## src/hw/rtl/arp_pkg.sv

```systemverilog
// shared types, codes and helpers for the resource template parser
package arp_pkg;

  localparam int MAX_RECORDS_DEF = 32;

  typedef enum logic [2:0] {
    PH_TAG    = 3'd0,
    PH_LEN_LO = 3'd1,
    PH_LEN_HI = 3'd2,
    PH_BODY   = 3'd3,
    PH_DRAIN  = 3'd4
  } phase_t;

  localparam logic [3:0] KIND_NONE    = 4'd0;
  localparam logic [3:0] KIND_IRQ     = 4'd1;
  localparam logic [3:0] KIND_DMA     = 4'd2;
  localparam logic [3:0] KIND_IOPORT  = 4'd3;
  localparam logic [3:0] KIND_FIXEDIO = 4'd4;
  localparam logic [3:0] KIND_MEM32   = 4'd5;
  localparam logic [3:0] KIND_EXTIRQ  = 4'd6;
  localparam logic [3:0] KIND_WORD    = 4'd7;
  localparam logic [3:0] KIND_DWORD   = 4'd8;
  localparam logic [3:0] KIND_QWORD   = 4'd9;

  localparam logic [3:0] ST_IRQ     = 4'h4;
  localparam logic [3:0] ST_DMA     = 4'h5;
  localparam logic [3:0] ST_IOPORT  = 4'h8;
  localparam logic [3:0] ST_FIXEDIO = 4'h9;
  localparam logic [3:0] ST_END     = 4'hF;

  localparam logic [6:0] LT_MEM32    = 7'h05;
  localparam logic [6:0] LT_FIXMEM32 = 7'h06;
  localparam logic [6:0] LT_DWORD    = 7'h07;
  localparam logic [6:0] LT_WORD     = 7'h08;
  localparam logic [6:0] LT_EXTIRQ   = 7'h09;
  localparam logic [6:0] LT_QWORD    = 7'h0A;

  typedef struct packed {
    logic [63:0] base;
    logic [63:0] length;
    logic [63:0] gran;
    logic [7:0]  flags;
    logic [15:0] mask;
    logic [31:0] number;
    logic        attr;
    logic [7:0]  align;
    logic [7:0]  irq_count;
  } held_t;

  function automatic logic [63:0] lane(logic [63:0] acc, logic [15:0] idx,
                                       int start, int n, logic [7:0] b);
    logic [15:0] off;
    logic [63:0] r;
    off = idx - 16'(start);
    r = acc;
    if (idx >= 16'(start) && off < 16'(n))
      r = acc | ({56'd0, b} << {off[2:0], 3'b000});
    return r;
  endfunction

  function automatic logic [3:0] kind_of(logic [7:0] t, logic [15:0] len);
    logic [3:0] k;
    k = KIND_NONE;
    if (!t[7]) begin
      case (t[6:3])
        ST_IRQ:     if (len >= 16'd2) k = KIND_IRQ;
        ST_DMA:     if (len >= 16'd2) k = KIND_DMA;
        ST_IOPORT:  if (len >= 16'd7) k = KIND_IOPORT;
        ST_FIXEDIO: if (len >= 16'd3) k = KIND_FIXEDIO;
        default:    k = KIND_NONE;
      endcase
    end else begin
      case (t[6:0])
        LT_EXTIRQ:   if (len >= 16'd2)  k = KIND_EXTIRQ;
        LT_MEM32:    if (len >= 16'd17) k = KIND_MEM32;
        LT_FIXMEM32: if (len >= 16'd9)  k = KIND_MEM32;
        LT_DWORD:    if (len >= 16'd23) k = KIND_DWORD;
        LT_WORD:     if (len >= 16'd13) k = KIND_WORD;
        LT_QWORD:    if (len >= 16'd43) k = KIND_QWORD;
        default:     k = KIND_NONE;
      endcase
    end
    return k;
  endfunction

endpackage

```

## src/hw/rtl/arp_capture.sv

```systemverilog
// field capture for one body byte of the current descriptor
module arp_capture (
  input  logic [7:0]      tag,
  input  logic [15:0]     idx,
  input  logic [7:0]      data,
  input  arp_pkg::held_t  held_in,
  output arp_pkg::held_t  held_out
);
  import arp_pkg::*;

  always_comb begin
    held_out = held_in;
    if (!tag[7]) begin
      case (tag[6:3])
        ST_IRQ: begin
          held_out.mask  = 16'(lane({48'd0, held_in.mask}, idx, 0, 2, data));
          held_out.flags = 8'(lane({56'd0, held_in.flags}, idx, 2, 1, data));
        end
        ST_DMA: begin
          held_out.mask  = 16'(lane({48'd0, held_in.mask}, idx, 0, 1, data));
          held_out.flags = 8'(lane({56'd0, held_in.flags}, idx, 1, 1, data));
        end
        ST_IOPORT: begin
          if (idx == 16'd0) held_out.attr = data[0];
          held_out.base   = lane(held_in.base, idx, 1, 2, data);
          held_out.align  = 8'(lane({56'd0, held_in.align}, idx, 5, 1, data));
          held_out.length = lane(held_in.length, idx, 6, 1, data);
        end
        ST_FIXEDIO: begin
          held_out.base   = lane(held_in.base, idx, 0, 2, data);
          held_out.length = lane(held_in.length, idx, 2, 1, data);
        end
        default: held_out = held_in;
      endcase
    end else begin
      case (tag[6:0])
        LT_EXTIRQ: begin
          held_out.flags     = 8'(lane({56'd0, held_in.flags}, idx, 0, 1, data));
          held_out.irq_count = 8'(lane({56'd0, held_in.irq_count}, idx, 1, 1, data));
          held_out.number    = 32'(lane({32'd0, held_in.number}, idx, 2, 4, data));
        end
        LT_MEM32: begin
          if (idx == 16'd0) held_out.attr = data[0];
          held_out.base   = lane(held_in.base, idx, 1, 4, data);
          held_out.length = lane(held_in.length, idx, 13, 4, data);
        end
        LT_FIXMEM32: begin
          if (idx == 16'd0) held_out.attr = data[0];
          held_out.base   = lane(held_in.base, idx, 1, 4, data);
          held_out.length = lane(held_in.length, idx, 5, 4, data);
        end
        LT_DWORD: begin
          held_out.gran   = lane(held_in.gran, idx, 3, 4, data);
          held_out.base   = lane(held_in.base, idx, 7, 4, data);
          held_out.length = lane(held_in.length, idx, 19, 4, data);
        end
        LT_WORD: begin
          held_out.gran   = lane(held_in.gran, idx, 3, 2, data);
          held_out.base   = lane(held_in.base, idx, 5, 2, data);
          held_out.length = lane(held_in.length, idx, 11, 2, data);
        end
        LT_QWORD: begin
          held_out.gran   = lane(held_in.gran, idx, 3, 8, data);
          held_out.base   = lane(held_in.base, idx, 11, 8, data);
          held_out.length = lane(held_in.length, idx, 35, 8, data);
        end
        default: held_out = held_in;
      endcase
    end
  end

endmodule

```

## src/hw/rtl/acpi_resource_template_parser_top.sv

```systemverilog
// top level of the resource template parser
// Takes one template byte per cycle and never stalls while the result register
// is free or being drained; a decoded record or a finish beat appears in the cycle
// after the byte that completes it. Throughput is set by the single result
// register: one byte per cycle whenever the output side keeps up.
module acpi_resource_template_parser_top #(
  parameter int MAX_RECORDS = arp_pkg::MAX_RECORDS_DEF
) (
  input  logic        clk,
  input  logic        rst_n,
  input  logic        in_valid,
  output logic        in_stall,
  input  logic [7:0]  in_data_byte,
  input  logic        in_last_byte,
  output logic        out_valid,
  input  logic        out_stall,
  output logic [3:0]  out_kind,
  output logic [63:0] out_base,
  output logic [63:0] out_span_length,
  output logic [63:0] out_granularity,
  output logic [7:0]  out_flags,
  output logic [31:0] out_line_number,
  output logic [15:0] out_line_mask,
  output logic        out_attribute_bit,
  output logic [7:0]  out_alignment,
  output logic        out_finished,
  output logic        out_found_any
);
  import arp_pkg::*;

  phase_t      phase_r, phase_nxt;
  logic [7:0]  tag_r, tag_nxt;
  logic [15:0] blen_r, blen_nxt;
  logic [15:0] bidx_r, bidx_nxt;
  logic [5:0]  cnt_r, cnt_nxt;
  held_t       held_r, held_nxt, held_cap, held_use;

  logic        accept, done, have, complete_req, found;
  logic [7:0]  tag_use;
  logic [15:0] len_use;
  logic [3:0]  kind;
  logic [31:0] low_bit;

  logic        out_valid_r, out_valid_nxt;
  logic [3:0]  kind_r;
  logic [63:0] base_r, len_r, gran_r;
  logic [7:0]  flags_r, align_r;
  logic [31:0] number_r;
  logic [15:0] mask_r;
  logic        attr_r, fin_r, found_r;
  logic [63:0] base_c, len_c, gran_c;
  logic [7:0]  flags_c, align_c;
  logic [31:0] number_c;
  logic [15:0] mask_c;
  logic        attr_c;

  assign in_stall = out_valid_r & out_stall;
  assign accept   = in_valid & ~in_stall;

  arp_capture u_capture (
    .tag      (tag_r),
    .idx      (bidx_r),
    .data     (in_data_byte),
    .held_in  (held_r),
    .held_out (held_cap)
  );

  always_comb begin
    low_bit = 32'd0;
    for (int k = 15; k >= 0; k--)
      if (held_use.mask[k]) low_bit = 32'(k);
  end

  always_comb begin
    phase_nxt    = phase_r;
    tag_nxt      = tag_r;
    blen_nxt     = blen_r;
    bidx_nxt     = bidx_r;
    cnt_nxt      = cnt_r;
    held_nxt     = held_r;
    held_use     = held_r;
    tag_use      = tag_r;
    len_use      = blen_r;
    done         = 1'b0;
    complete_req = 1'b0;
    case (phase_r)
      PH_TAG: begin
        held_nxt = '0;
        held_use = '0;
        tag_nxt  = in_data_byte;
        tag_use  = in_data_byte;
        bidx_nxt = 16'd0;
        if (!in_data_byte[7] && in_data_byte[6:3] == ST_END) begin
          done = 1'b1;
        end else if (in_data_byte[7]) begin
          blen_nxt  = 16'd0;
          phase_nxt = PH_LEN_LO;
          done      = in_last_byte;
        end else begin
          blen_nxt = {13'd0, in_data_byte[2:0]};
          len_use  = {13'd0, in_data_byte[2:0]};
          if (in_data_byte[2:0] == 3'd0) complete_req = 1'b1;
          else phase_nxt = PH_BODY;
          done = in_last_byte;
        end
      end
      PH_LEN_LO: begin
        blen_nxt  = {8'd0, in_data_byte};
        phase_nxt = PH_LEN_HI;
        done      = in_last_byte;
      end
      PH_LEN_HI: begin
        blen_nxt = {in_data_byte, blen_r[7:0]};
        len_use  = {in_data_byte, blen_r[7:0]};
        if ({in_data_byte, blen_r[7:0]} == 16'd0) begin
          phase_nxt    = PH_TAG;
          complete_req = 1'b1;
        end else begin
          phase_nxt = PH_BODY;
        end
        done = in_last_byte;
      end
      PH_BODY: begin
        held_nxt = held_cap;
        held_use = held_cap;
        bidx_nxt = bidx_r + 16'd1;
        if (bidx_r + 16'd1 >= blen_r) begin
          phase_nxt    = PH_TAG;
          complete_req = 1'b1;
        end
        done = in_last_byte;
      end
      PH_DRAIN: begin
        if (in_last_byte) begin
          phase_nxt = PH_TAG;
          cnt_nxt   = 6'd0;
        end
      end
      default: phase_nxt = PH_TAG;
    endcase

    kind = complete_req ? kind_of(tag_use, len_use) : KIND_NONE;
    have = (kind != KIND_NONE);
    if (have) begin
      cnt_nxt = cnt_r + 6'd1;
      if (cnt_nxt >= 6'(MAX_RECORDS)) done = 1'b1;
    end
    found = done && (cnt_nxt != 6'd0);
    if (done) begin
      if (in_last_byte) begin
        phase_nxt = PH_TAG;
        cnt_nxt   = 6'd0;
      end else begin
        phase_nxt = PH_DRAIN;
      end
    end
  end

  always_comb begin
    base_c   = 64'd0;
    len_c    = 64'd0;
    gran_c   = 64'd0;
    flags_c  = 8'd0;
    number_c = 32'd0;
    mask_c   = 16'd0;
    attr_c   = 1'b0;
    align_c  = 8'd0;
    case (kind)
      KIND_IRQ, KIND_DMA: begin
        flags_c  = held_use.flags;
        mask_c   = held_use.mask;
        number_c = low_bit;
      end
      KIND_IOPORT: begin
        base_c  = held_use.base;
        len_c   = held_use.length;
        attr_c  = held_use.attr;
        align_c = held_use.align;
      end
      KIND_FIXEDIO: begin
        base_c = held_use.base;
        len_c  = held_use.length;
      end
      KIND_MEM32: begin
        base_c = held_use.base;
        len_c  = held_use.length;
        attr_c = held_use.attr;
      end
      KIND_EXTIRQ: begin
        flags_c  = held_use.flags;
        attr_c   = held_use.flags[3];
        number_c = (held_use.irq_count != 8'd0 && len_use >= 16'd6) ?
                   held_use.number : 32'd0;
      end
      KIND_WORD, KIND_DWORD, KIND_QWORD: begin
        base_c = held_use.base;
        len_c  = held_use.length;
        gran_c = held_use.gran;
      end
      default: base_c = 64'd0;
    endcase
  end

  always_comb begin
    out_valid_nxt = out_valid_r & out_stall;
    if (accept) out_valid_nxt = have | done;
  end

  always_ff @(posedge clk) begin
    if (!rst_n) begin
      phase_r     <= PH_TAG;
      tag_r       <= 8'd0;
      blen_r      <= 16'd0;
      bidx_r      <= 16'd0;
      cnt_r       <= 6'd0;
      held_r      <= '0;
      out_valid_r <= 1'b0;
    end else begin
      out_valid_r <= out_valid_nxt;
      if (accept) begin
        phase_r <= phase_nxt;
        tag_r   <= tag_nxt;
        blen_r  <= blen_nxt;
        bidx_r  <= bidx_nxt;
        cnt_r   <= cnt_nxt;
        held_r  <= held_nxt;
      end
    end
  end

  always_ff @(posedge clk) begin
    if (accept && (have || done)) begin
      kind_r   <= kind;
      base_r   <= base_c;
      len_r    <= len_c;
      gran_r   <= gran_c;
      flags_r  <= flags_c;
      number_r <= number_c;
      mask_r   <= mask_c;
      attr_r   <= attr_c;
      align_r  <= align_c;
      fin_r    <= done;
      found_r  <= found;
    end
  end

  assign out_valid         = out_valid_r;
  assign out_kind          = kind_r;
  assign out_base          = base_r;
  assign out_span_length   = len_r;
  assign out_granularity   = gran_r;
  assign out_flags         = flags_r;
  assign out_line_number   = number_r;
  assign out_line_mask     = mask_r;
  assign out_attribute_bit = attr_r;
  assign out_alignment     = align_r;
  assign out_finished      = fin_r;
  assign out_found_any     = found_r;

endmodule

```

## config.mk

```make
export PLATFORM = sky130hd
export DESIGN_NAME = acpi_resource_template_parser_top
export DESIGN_NICKNAME = d
export VERILOG_FILES = /design/src/hw/rtl/arp_pkg.sv /design/src/hw/rtl/arp_capture.sv /design/src/hw/rtl/acpi_resource_template_parser_top.sv
export SDC_FILE = /design/constraint.sdc
export NUM_CORES = 1
export LEC_CHECK = 0
export BUFFER_PORTS_ARGS = -buffer_cell sky130_fd_sc_hd__buf_2
export CORE_ASPECT_RATIO = 0.6
export CORE_MARGIN = 2
export CORE_UTILIZATION = 30
export CTS_CLUSTER_SIZE = 20
export DETAILED_ROUTE_END_ITERATION = 8
export PLACE_DENSITY_LB_ADDON = 0.1
export RECOVER_POWER = 50
export SLEW_MARGIN = 0
export SYNTH_ARGS = -nofsm -noshare
export SYNTH_HDL_FRONTEND = slang
export SYNTH_SLANG_ARGS = --single-unit
```

## constraint.sdc

```tcl
create_clock -name clk -period 25.1 [get_ports clk]
set_input_delay 3.765 -clock clk [delete_from_list [all_inputs] [get_ports clk]]
set_output_delay 3.765 -clock clk [all_outputs]
set_load 0.02 [all_outputs]
```

After elaboration in Yosys (flattened, before gate mapping)
Cells that the tools add are included.
{"block": "op_classes", "addsub": 12, "multipliers": 0, "n_div": 0, "n_lt_le_gt_ge": 42, "eq_ne": 39, "n_shift": 11, "muxes": 102, "n_bitwise": 25, "reduce_logical": 47}
{"operator": "64-bit two-way mux", "n": 16}
{"operator": "64-bit bitwise OR", "n": 13}
{"operator": "8-bit by 6-bit left shift with 64-bit output", "n": 11}
{"operator": "128-bit one-hot mux with 5 select lines", "n": 1}
{"operator": "32-bit two-way mux", "n": 18}
{"operator": "265-bit one-hot mux with 2 select lines", "n": 1}
{"operator": "265-bit two-way mux", "n": 1}
{"operator": "128-bit one-hot mux with 2 select lines", "n": 1}
{"operator": "64-bit one-hot mux with 3 select lines", "n": 1}
{"operator": "16-bit by 3-bit < comparator with 1-bit output, second input constant", "n": 7}
{"operator": "16-bit by 3-bit >= comparator with 1-bit output, second input constant", "n": 5}
{"operator": "16-bit by 1-bit < comparator with 1-bit output, second input constant", "n": 5}
{"operator": "16-bit by 2-bit < comparator with 1-bit output, second input constant", "n": 5}
{"operator": "16-bit two-way mux", "n": 5}
{"operator": "16-bit by 2-bit >= comparator with 1-bit output, second input constant", "n": 4}
{"operator": "16-bit by 4-bit >= comparator with 1-bit output, second input constant", "n": 4}
{"operator": "8-bit two-way mux", "n": 8}
{"operator": "16-bit one-hot mux with 2 select lines", "n": 2}
{"operator": "32-bit one-hot mux with 2 select lines", "n": 1}
{"operator": "16-bit by 5-bit >= comparator with 1-bit output, second input constant", "n": 3}
{"operator": "16-bit by 4-bit < comparator with 1-bit output, second input constant", "n": 3}
{"operator": "16-bit one-hot mux with 3 select lines", "n": 1}
{"operator": "24-bit one-hot mux with 2 select lines", "n": 1}
{"operator": "16-bit by 3-bit subtractor with 16-bit output, second input constant", "n": 3}
{"operator": "57 further kinds", "n": 158}
{"block": "word_totals", "ff_bits": 578, "latch_bits": 0, "ram_bits": 0, "romBits": 0, "output_inout_bits": 265, "elab_cells": 305, "n_memories": 0}

Longest topological paths before layout
{"block": "logic_depth", "ltp_word": 24, "ltp_mapped": 22}

By module
From an unflattened synthesis, not the netlist that was laid out.
{"block": "unflattened", "hier_cells": 3389, "hier_area_um2": 31154.9}
{"mod": "acpi_resource_template_parser_top", "n_inst": 1, "cells_per_inst": 2364, "area_per_inst_um2": 24478.5, "seq_area_each_um2": 14203.6}
{"mod": "arp_capture", "n_inst": 1, "cells_per_inst": 1025, "area_per_inst_um2": 6676.4, "seq_area_each_um2": 0.0}

Least setup slack after synthesis
No wires, ideal clock.
{"block": "synth_timing", "kind": "input-to-reg", "start": "input port in_data_byte[6]", "end": "register align_r[0] (netlist: out_alignment[0]), enable pin", "setup_time_ns": 0.977, "arrival_time_ns": 18.225, "path_slack_ns": 5.898, "path_stages": 9, "path_buffers": 1, "path_cell_list": "buf_6 > or4b_4 > nor3_1 > o221ai_1 > a31oi_2 > o31a_2 > or3b_1 > o31ai_2 > a21oi_1"}
{"block": "synth_via", "elab_chain_cells": 13, "word_cells_on_any_way": 48, "cone_classes": "order compare: 8; eq/ne: 11; mux: 24; reduce/logical: 5"}
{"element": "start, declared", "line": "acpi_resource_template_parser_top.sv:13", "rtl": "input logic [7:0] in_data_byte,"}
{"element": "4-bit equality test", "line": "acpi_resource_template_parser_top.sv:93", "rtl": "if (!in_data_byte[7] && in_data_byte[6:3] == ST_END) begin"}
{"element": "1-bit logical AND", "line": "acpi_resource_template_parser_top.sv:93"}
{"element": "16-bit two-way mux", "line": "acpi_resource_template_parser_top.sv:93"}
{"element": "16-bit one-hot mux with 2 select lines", "line": "acpi_resource_template_parser_top.sv:86", "rtl": "case (phase_r)"}
{"element": "16-bit by 6-bit >= comparator with 1-bit output, or another cell as far along", "line": "arp_pkg.sv:79", "rtl": "LT_QWORD: if (len >= 16'd43) k = KIND_QWORD;"}
{"element": "4-bit two-way mux, or another cell as far along", "line": "arp_pkg.sv:79"}
{"element": "4-bit one-hot mux with 6 select lines or 4-bit one-hot mux with 4 select lines (tied branches)", "line": "arp_pkg.sv:73, arp_pkg.sv:65"}
{"element": "4-bit two-way mux", "line": "arp_pkg.sv:64", "rtl": "if (!t[7]) begin"}
{"element": "4-bit two-way mux", "line": "acpi_resource_template_parser_top.sv:142", "rtl": "kind = complete_req ? kind_of(tag_use, len_use) : KIND_NONE;"}
{"element": "4-bit nonzero test", "line": "acpi_resource_template_parser_top.sv:143", "rtl": "have = (kind != KIND_NONE);"}
{"element": "1-bit two-way mux", "line": "acpi_resource_template_parser_top.sv:144", "rtl": "if (have) begin"}
{"element": "1-bit logical OR *", "line": "acpi_resource_template_parser_top.sv:232", "rtl": "if (accept && (have || done)) begin"}
{"element": "1-bit logical AND *", "line": "acpi_resource_template_parser_top.sv:232"}
{"element": "end signal, assigned", "line": "acpi_resource_template_parser_top.sv:241", "rtl": "align_r <= align_c;"}
{"element": "end, declared", "line": "acpi_resource_template_parser_top.sv:47", "rtl": "logic [7:0] flags_r, align_r;"}
Every way passes the cells marked *; elsewhere a longest branch is shown, timed or not.
A chain may end at the register's enable or synchronous reset.

Final worst setup path
{"block": "layout_timing", "start": "input port rst_n", "end": "register held_r[147] (netlist name)"}
{"element": "start, declared", "line": "acpi_resource_template_parser_top.sv:10", "rtl": "input logic rst_n,"}
{"element": "end signal, assigned", "line": "acpi_resource_template_parser_top.sv:226", "rtl": "held_r <= held_nxt;"}
{"element": "end, declared", "line": "acpi_resource_template_parser_top.sv:36", "rtl": "held_t held_r, held_nxt, held_cap, held_use;"}
No word-level cell between the ends.

==> results.py <==
metrics = {
    "critical_path": {
        "crit_type": "primary input to flip-flop",
        "r2r_slack_ns": 15.51,
        "worstPathMaxFanout": 90,
        "rr_endpoint": "held_r[189]$_SDFFE_PN0P_",
        "critPathArrivalTime_ns": 13.36,
        "setup.worst_path.start_class": "primary input",
        "worst_ep_required_time_ns": 25.62,
        "endpoint_kind": "flip-flop",
        "reg2reg_depth": 8,
        "r2r-start": "out_valid$_SDFF_PN0_",
    },
    "sta": {
        "drv_slew": 552,
        "max_freq_ghz": 0.0778,
        "hold_violations": 0,
        "finalCritPeriodShare_pct": 51.2,
        "holdWs_ns": 0.451,
        "worst_pin_slew_ns": 4.37,
        "setup_viol": 0,
        "clock_skew_ns": 0.0259,
        "setup-tns-final_ns": 0,
        "period_minus_slack_ns": 12.85,
        "max_slew_margin_pct": -191,
        "setup_slack_ns": 12.25,
        "rsz0062_at_grt": "no",
    },
    "layout": {
        "fin_util_pct": 34.5,
        "seq_area_um2": 14200,
        "nets": 3364,
        "design_area_um2": 33000,
        "fillers": 9898,
        "fin_cells": 4637,
        "multi_input_area_um2": 13300,
        "drive_gt1_share_pct": 7.47,
        "final_common_cell": "nor2_1",
        "final_cell_mix": "nor2_1 (539), a22oi_1 (349), dfxtp_1 (314)",
        "area_growth_pct": 14.4,
    },
    "clock_network": {
        "cts_made_buffers": 60,
        "cts_sinks": 578,
        "clk_latency_ns": 0.66,
        "clockBufferDepth": 3,
        "postCtsSetupRepairBufs": 0,
        "path_clk_slew_ns": 0.07,
        "htree_num_levels": 2,
        "holdBufCountCts": 0,
        "root_buffer": "clkbuf_16",
        "ctsResizeCount": 0,
        "cts_tree": "done",
    },
    "floorplan": {
        "die_y_um": 244,
        "die_x_um": 404,
        "rows": 88,
        "initial_core_util_pct": 30.2,
        "num_io_pins": 278,
        "die_area_um2": 98800,
        "coreArea_um2": 95700,
    },
    "synth": {
        "yosys_warnings": 0,
        "syn_area_per_cell_um2": 9.03,
        "syn_nets": 3238,
        "synth_top_cell_area_share_pct": 27.4,
        "synth-adder-area-share_pct": 1.21,
        "synth_mux_area_share_pct": 0.316,
        "synth_area_leader_cell": "edfxtp_1",
        "syn-instance-count": 3197,
        "yosys.area_share.xor_xnor_pct": 1.37,
        "yosys-top-cells-area": "edfxtp_1 (27%), dfxtp_1 (22%), a22oi_1 (9.1%)",
        "synth-simple-area-share_pct": 20.4,
        "netlist_area_um2": 28900,
        "synth_edf_count": 263,
        "yosysSeqAreaShare_pct": 49.2,
        "ys.flop_type": "dfxtp_1",
        "yosysUniqueCellTypes": 101,
        "synth_top_family_by_area": "compound AO/OA/AOI/OAI gates",
        "ys_seq_elements": 578,
        "synth-compound-area-share_pct": 22.5,
        "async_flop_share_pct": 0,
    },
    "global_routing": {
        "grt_pass1_wl_um": 191000,
        "antenna_found_initial": 13,
        "grt_usage_pct": 26.5,
        "gr-total-overflow": 0,
        "grt_pass1_vias": 25600,
        "grt_max_degree": 180,
    },
    "drt": {
        "drcViolationCount": 0,
        "drt_iter0_drc": 3473,
        "ant_nets": 0,
        "routed_wl_um": 136000,
        "avgViaCountPerCell": 5.96,
        "vias": 27600,
        "avgRoutedWirePerCell_um": 29.3,
        "dr.pass1.iters": 8,
    },
    "power_and_ir_drop": {
        "power_density_nw_per_um2": 66.3,
        "total_power_mw": 2.19,
        "ir_drop_mv": 0.0534,
        "power.leakage_nw": 10.4,
    },
    "placed_design": {
        "dp_cells": 4521,
        "dpl-instance-area_um2": 31300,
        "dp_hpwl_um": 95800,
        "gp_congestion": 0.953,
        "post-place-ws_ns": 16.67,
        "io_buffers": 277,
    },
    "job": {
        "max_cap_violations": 10,
    },
    "min_path": {
        "hold_end": "held_r[223]$_SDFFE_PN0P_",
        "hold_depth": 2,
        "min_path_type": "flip-flop to flip-flop",
        "worstHoldStart": "held_r[223]$_SDFFE_PN0P_",
    },
    "outcome": {
        "outcome": "finished with violations",
        "failed_checks": "capacitance limit, slew limit",
    },
}
power by group:
part / switching, mW / leakage (nW) / internal, mW / total (mW)
clock: 0.417 / 1.01 / 0.555 / 0.972
combinational: 0.168 / 4.30 / 0.0308 / 0.199
sequential: 0.0153 / 5.11 / 1.00 / 1.02
total: 0.601 / 10.4 / 1.59 / 2.19
state kept, by name, indices dropped and copies added (netlist names):
name,count
out_alignment,8
bidx_r,16
out_line_number,32
held_r,265
out_span_length,64
out_flags,8
out_line_mask,16
out_granularity,64
cnt_r,6
tag_r,8
out_kind,4
out_valid,1
blen_r,16
out_found_any,1
out_finished,1
phase_r,3
out_attribute_bit,1
out_base,64
routing by layer:
layer | vias to the layer above | track usage [%] | wire length (µm)
li1 | 12100 | - | -
met1 | 13800 | 40.7 | 64300
met2 | 1519 | 35.3 | 52700
met3 | 206 | 8.50 | 15900
met4 | 4 | 5.45 | 3020
met5 | - | 0 | 22
cell type report:
cell class,count,area share (%)
Inverter,45,0.515
Antenna cell,2,0.0152
Sequential cell,578,43.0
Tap cell,1260,4.77
Multi-Input combinational cell,2277,40.3
Timing Repair Buffer,361,5.00
Clock inverter,39,1.43
Clock buffer,75,4.94
worst max-delay path by stage:
stage          slack, ns            start  depth (start not counted)                             end
5_1_grt            11.87            rst_n                          6         held_r[80]$_SDFFE_PN0P_
3_3_place_gp       16.72  in_data_byte[6]                         11      out_base[13]$_SDFFCE_PN0P_
6_report           12.25            rst_n                          6        held_r[147]$_SDFFE_PN0P_
4_1_cts            17.18        out_stall                          4                        in_stall
3_5_place_dp       16.67  in_data_byte[6]                         11      out_base[13]$_SDFFCE_PN0P_
2_1_floorplan       5.90  in_data_byte[6]                          9  out_alignment[0]$_SDFFCE_PP0P_
worst max-delay path, cell delays in order:
cell and delay (ns):
buf_2 0.07, clkbuf_1 1.32, clkinvlp_2 3.61, clkbuf_1 1.84, clkbuf_1 1.89, a31oi_1 0.70
synthesized netlist by cell type, types with 12 or more instances:
| cell type | count |
|---|---|
| o211ai_1 | 12 |
| xor2_1 | 14 |
| dfxtp_1 | 315 |
| o31ai_1 | 16 |
| buf_1 | 19 |
| nor2b_1 | 20 |
| a211oi_1 | 43 |
| o22ai_1 | 25 |
| o21ai_0 | 99 |
| nand2b_1 | 21 |
| a21o_1 | 16 |
| clkbuf_1 | 225 |
| a22oi_1 | 349 |
| nor2_1 | 543 |
| xnor2_1 | 31 |
| and3_1 | 30 |
| nand4_1 | 42 |
| nor3_1 | 72 |
| a21oi_1 | 184 |
| a211o_1 | 14 |
| nand3_1 | 107 |
| nor4_1 | 25 |
| ha_1 | 28 |
| and2_1 | 30 |
| or3_1 | 24 |
| inv_1 | 40 |
| a31oi_1 | 47 |
| buf_2 | 39 |
| edfxtp_1 | 263 |
| nand2_1 | 249 |
cell families after synthesis:
logic type / Yosys count
AND/OR/NAND/NOR: 1256
AO/OA/AOI/OAI: 939
flip-flops: 578
buffers and inverters: 342
XOR/XNOR: 45
adder cells (fa/ha/maj): 28
multiplexers: 9
Power figures use the tool's default switching activity.
